$ cat src/rtl/bmhq_pkg.sv
`timescale 1ns / 1ps
`default_nettype none

package bmhq_pkg;

  // Heap geometry.
  localparam int CAPACITY = 256;
  localparam int ADDR_W   = $clog2(CAPACITY);
  localparam int CNT_W    = $clog2(CAPACITY + 1);
  localparam int DATA_W   = 32;

  // Request codes on req_type.
  localparam logic REQ_INSERT  = 1'b0;
  localparam logic REQ_EXTRACT = 1'b1;

  // Result status codes.
  typedef enum logic [1:0] {
    ST_OK    = 2'd0,
    ST_EMPTY = 2'd1,
    ST_FULL  = 2'd2
  } status_t;

  // Commands from the controller to the datapath.
  typedef struct packed {
    logic accept;     // capture the request and update the count
    logic up_rd;      // read the parent of the hole
    logic up_step;    // move the parent down into the hole
    logic dn_rd_ends; // read the root and the last element
    logic dn_load;    // latch the minimum and the moving element
    logic dn_rd_kids; // read both children of the hole
    logic dn_step;    // move the smaller child up into the hole
    logic fin_wr;     // write the moving element into the hole
    logic out_load;   // load the result register
  } cmd_t;

  // Status from the datapath to the controller.
  typedef struct packed {
    logic is_insert;
    logic err;
    logic pos_zero;
    logic up_less;
    logic dn_leaf;
    logic dn_less;
  } sts_t;

endpackage

`default_nettype wire

$ cat src/rtl/bmhq_ctrl.sv
`timescale 1ns / 1ps
`default_nettype none

module bmhq_ctrl (
  input  wire logic           clk,
  input  wire logic           rst,
  input  wire logic           in_valid,
  output logic                in_ready,
  output logic                out_valid,
  input  wire logic           out_ready,
  input  wire bmhq_pkg::sts_t sts,
  output bmhq_pkg::cmd_t      cmd
);
  import bmhq_pkg::*;

  typedef enum logic [8:0] {
    S_IDLE     = 9'b000000001,
    S_DISPATCH = 9'b000000010,
    S_UP_CHK   = 9'b000000100,
    S_UP_CMP   = 9'b000001000,
    S_DN_RD    = 9'b000010000,
    S_DN_LD    = 9'b000100000,
    S_DN_CHK   = 9'b001000000,
    S_DN_CMP   = 9'b010000000,
    S_DONE     = 9'b100000000
  } state_t;

  state_t state;
  state_t state_next;
  logic   out_valid_next;
  logic   slot_free;

  assign in_ready  = (state == S_IDLE);
  assign slot_free = !out_valid || out_ready;

  always_comb begin
    state_next = state;
    cmd        = '0;
    case (state)
      S_IDLE: begin
        if (in_valid) begin
          cmd.accept = 1'b1;
          state_next = S_DISPATCH;
        end
      end
      S_DISPATCH: begin
        if (sts.err) begin
          state_next = S_DONE;
        end else if (sts.is_insert) begin
          state_next = S_UP_CHK;
        end else begin
          state_next = S_DN_RD;
        end
      end
      S_UP_CHK: begin
        if (sts.pos_zero) begin
          cmd.fin_wr = 1'b1;
          state_next = S_DONE;
        end else begin
          cmd.up_rd  = 1'b1;
          state_next = S_UP_CMP;
        end
      end
      S_UP_CMP: begin
        if (sts.up_less) begin
          cmd.up_step = 1'b1;
          state_next  = S_UP_CHK;
        end else begin
          cmd.fin_wr = 1'b1;
          state_next = S_DONE;
        end
      end
      S_DN_RD: begin
        cmd.dn_rd_ends = 1'b1;
        state_next     = S_DN_LD;
      end
      S_DN_LD: begin
        cmd.dn_load = 1'b1;
        state_next  = S_DN_CHK;
      end
      S_DN_CHK: begin
        if (sts.dn_leaf) begin
          cmd.fin_wr = 1'b1;
          state_next = S_DONE;
        end else begin
          cmd.dn_rd_kids = 1'b1;
          state_next     = S_DN_CMP;
        end
      end
      S_DN_CMP: begin
        if (sts.dn_less) begin
          cmd.dn_step = 1'b1;
          state_next  = S_DN_CHK;
        end else begin
          cmd.fin_wr = 1'b1;
          state_next = S_DONE;
        end
      end
      S_DONE: begin
        if (slot_free) begin
          cmd.out_load = 1'b1;
          state_next   = S_IDLE;
        end
      end
      default: begin
        state_next = S_IDLE;
      end
    endcase
  end

  always_comb begin
    out_valid_next = out_valid;
    if (cmd.out_load) begin
      out_valid_next = 1'b1;
    end else if (out_ready) begin
      out_valid_next = 1'b0;
    end
  end

  always_ff @(posedge clk) begin
    if (rst) begin
      state     <= S_IDLE;
      out_valid <= 1'b0;
    end else begin
      state     <= state_next;
      out_valid <= out_valid_next;
    end
  end

`ifndef SYNTHESIS
  a_accept_dispatch: assert property (@(posedge clk) disable iff (rst)
    in_valid && in_ready |=> state == S_DISPATCH)
    else $error("accepted request did not move to dispatch");

  a_err_short: assert property (@(posedge clk) disable iff (rst)
    state == S_DISPATCH && sts.err |=> state == S_DONE)
    else $error("rejected request entered a sift");

  a_up_stop: assert property (@(posedge clk) disable iff (rst)
    state == S_UP_CMP && !sts.up_less |=> state == S_DONE)
    else $error("sift up continued past a smaller parent");

  a_result_out: assert property (@(posedge clk) disable iff (rst)
    state == S_DONE && (!out_valid || out_ready) |=> out_valid && state == S_IDLE)
    else $error("finished result was not presented");
`endif

endmodule

`default_nettype wire

$ cat config.mk
export PLATFORM = sky130hd
export DESIGN_NAME = bmhq_ctrl
export DESIGN_NICKNAME = d
export VERILOG_FILES = /design/src/rtl/bmhq_pkg.sv /design/src/rtl/bmhq_ctrl.sv
export SDC_FILE = /design/constraint.sdc
export NUM_CORES = 1
export LEC_CHECK = 0
export ABC_AREA = 1
export BUFFER_PORTS_ARGS = -buffer_cell sky130_fd_sc_hd__buf_2
export CORE_MARGIN = 2
export CORE_UTILIZATION = 46
export CTS_CLUSTER_DIAMETER = 80
export DETAILED_ROUTE_END_ITERATION = 8
export HOLD_SLACK_MARGIN = 0.12
export PLACE_DENSITY = 0.75
export SLEW_MARGIN = 30
export SYNTH_ARGS = -nofsm -noshare
export SYNTH_HDL_FRONTEND = slang
export SYNTH_SLANG_ARGS = --single-unit
$ cat constraint.sdc
create_clock -name clk -period 1.42 [get_ports clk]
set_input_delay 0.071 -clock clk [delete_from_list [all_inputs] [get_ports clk]]
set_output_delay 0.071 -clock clk [all_outputs]
set_load 0.005 [all_outputs]
==> metrics.cfg <==
[run_status]
outcome = complete, no violations

[timing]
rsz0062_at_grt = true
setup_violations = 0
maxSlewHeadroom = 0.812
fin_crit_sh = 0.982
worstMarginPinSlew_ns = 0.280
setup_tns_ns = 0
fmax_mhz = 717
fin_skew_ns = 0.00131
whs_ns = 0.118
finalHoldViolations = 0
drv_slew = 0
period_minus_slack_ns = 1.39

[critical_path]
end_kind = primary output
crit_type = reg2out
worstSetupEndpoint = cmd[1]
ff2ff_setup_slack_ns = 0.07
cp_max_fo = 7
critPathSlowestCell = dfxtp_4
r2r-end = state[0]
crit_path_cell_trace = nor2_2 > nand2_4 > nor2_4 > nand3_1 > nand3_2 > buf_2
r2r-start = state[7]
cp-start-kind = register
arrival_ns = 1.32
cpPeakStageDelay_ns = 0.36
path_depth = 6
cp_num_buf_inv = 1
ff2ff_path_depth = 9
crit_required_ns = 1.35
cp_top_family = simple AND/OR/NAND/NOR gates
cp-startpoint = state[7]

[cells_and_area]
syn_to_final_growth_pct = 41.4
utilization = 0.676
nets = 159
drive_above_1_share = 0.408
final_common_cell = buf_2
final_cell_mix = 20 x buf_2, 19 x nand2_1, 17 x inv_1
diodes = 0
final_cells = 163

[cts]
clock_path_buffers = 2
clk-insertion-delay-late_ns = 0.27
clk_pin_slew_ns = 0.07
clkSinkCount = 10
cts_root_buf = clkbuf_4
cts.htree.levels = 1
cts_tree = done
cts_buffers = 3

[min_path]
holdPathStages = 3
hp-class = in2reg

[global_routing]
met3_usage = 0.0255
use_met1 = 0.291
grt.overflow.total = 0
top_usage_layer = met2
grt_pass1_vias = 688
grt_pass1_wl_um = 2850
grt_max_degree = 11
antenna_found_initial = 0
grt_util_met2 = 0.303
track_usage = 0.203

[routing]
drt-initial-drc-count = 12
drc = 0
ant_nets = 0
wl_um = 1800
route.vias.total = 816
post_drt_wl_per_cell_um = 11.0
drt_pass1_iterations = 4
vias_per_cell = 5.01

[floorplanning]
fp.dieH_um = 42.9
rows = 14
initial_core_util = 0.478
coreArea_um2 = 1450
dieArea_um2 = 1840
dieWidth_um = 42.9
ios = 21

[yosys]
syn-num-nets = 127
syn_inst = 117
ys_ff_latch = 10
syn_area_um2 = 694
synth_warnings = 0
seq_area_frac_synth = 0.288
ys_types = 20
syn_avg_cell_area_um2 = 5.94

[power]
total_power_w = 0.000639
vdd_drop_max_mv = 0.510
powerDensity_nw_per_um2 = 651
p_leak_nw = 0.530

[placement]
dp_hpwl_um = 1270
dp_cells = 151
port_buffers = 20
gp_congestion = 0.848

[run]
drv_cap = 0

-- area by class of cell --
cell class                 count  area, um2
sequential                    10        211
tap                           16       20.0
inverter                      23       93.8
multi-input combinational     82        452
timing repair buffer          29        183
clock buffer                   3       22.5
fill                         138        472
-- flip-flops by register name, summed over array words and instances, names as in the netlist --
signal	count
out_valid	1
state	9
-- tightest hold or removal path, cell delays in order --
cell	delay, ns
buf_2	0.10
nand3_1	0.11
a21oi_1	0.07
-- metrics by stage --
step | instance area, um2 | worst slack, ns
6_report | 982 | 0.0262
3_3_place_gp | 803 | 0.193
5_1_grt | 982 | -0.0648
2_1_floorplan | 694 | 0.319
3_5_place_dp | 803 | 0.197
4_1_cts | 893 | 0.00587
-- layer usage --
metal / wire (um) / vias up
met2: 823 / 17
li1: - / 427
met1: 870 / 367
met3: 71 / 5
met5: 0 / -
met4: 31 / 0
-- repair_timing --
action	in CTS	in global routing
gates resized for setup	3	25
buffers inserted	0	3
endpoints found under the hold margin	7	0
hold buffers	6	0
setup endpoints to repair	3	10
pin swaps	0	9
-- worst min path at each step --
stage                     slack [ns]   endpoint      start
after floorplan                 0.15   state[4]     sts[5]
after global placement          0.26   state[4]     sts[4]
after detailed placement        0.27   state[4]     sts[5]
after CTS                       0.12  out_valid  out_ready
after global routing            0.14   state[2]     sts[2]
final                           0.12   state[2]     sts[2]
-- synth_stat cells --
cell type | instances | area share
buf_1 | 1 | 0.0054
nand2_2 | 1 | 0.0090
inv_2 | 3 | 0.016
nor4_1 | 1 | 0.0090
a21oi_1 | 1 | 0.0072
nor4_2 | 1 | 0.018
nand4_1 | 3 | 0.027
nor2_1 | 23 | 0.12
nand3_1 | 15 | 0.11
inv_1 | 19 | 0.10
nor3_1 | 6 | 0.043
nor2_4 | 1 | 0.016
dfxtp_1 | 10 | 0.29
buf_4 | 1 | 0.011
nor2_2 | 6 | 0.054
nand3b_1 | 1 | 0.011
nand2_4 | 1 | 0.016
nand2_1 | 21 | 0.11
inv_4 | 1 | 0.0090
o21a_1 | 1 | 0.011
-- where the power goes --
| part | internal [W] | switching, W |
|---|---|---|
| combinational | 0.0000622 | 0.0000796 |
| sequential | 0.000286 | 0.00000902 |
| clock | 0.0000982 | 0.000104 |
-- cell families after synthesis --
family                 synth area share
DFF                               0.288
buffers and inverters             0.144
AOI/OAI and AO/OA                0.0180
and+or+nand+nor                   0.550
(Power assumes the default switching activity.)
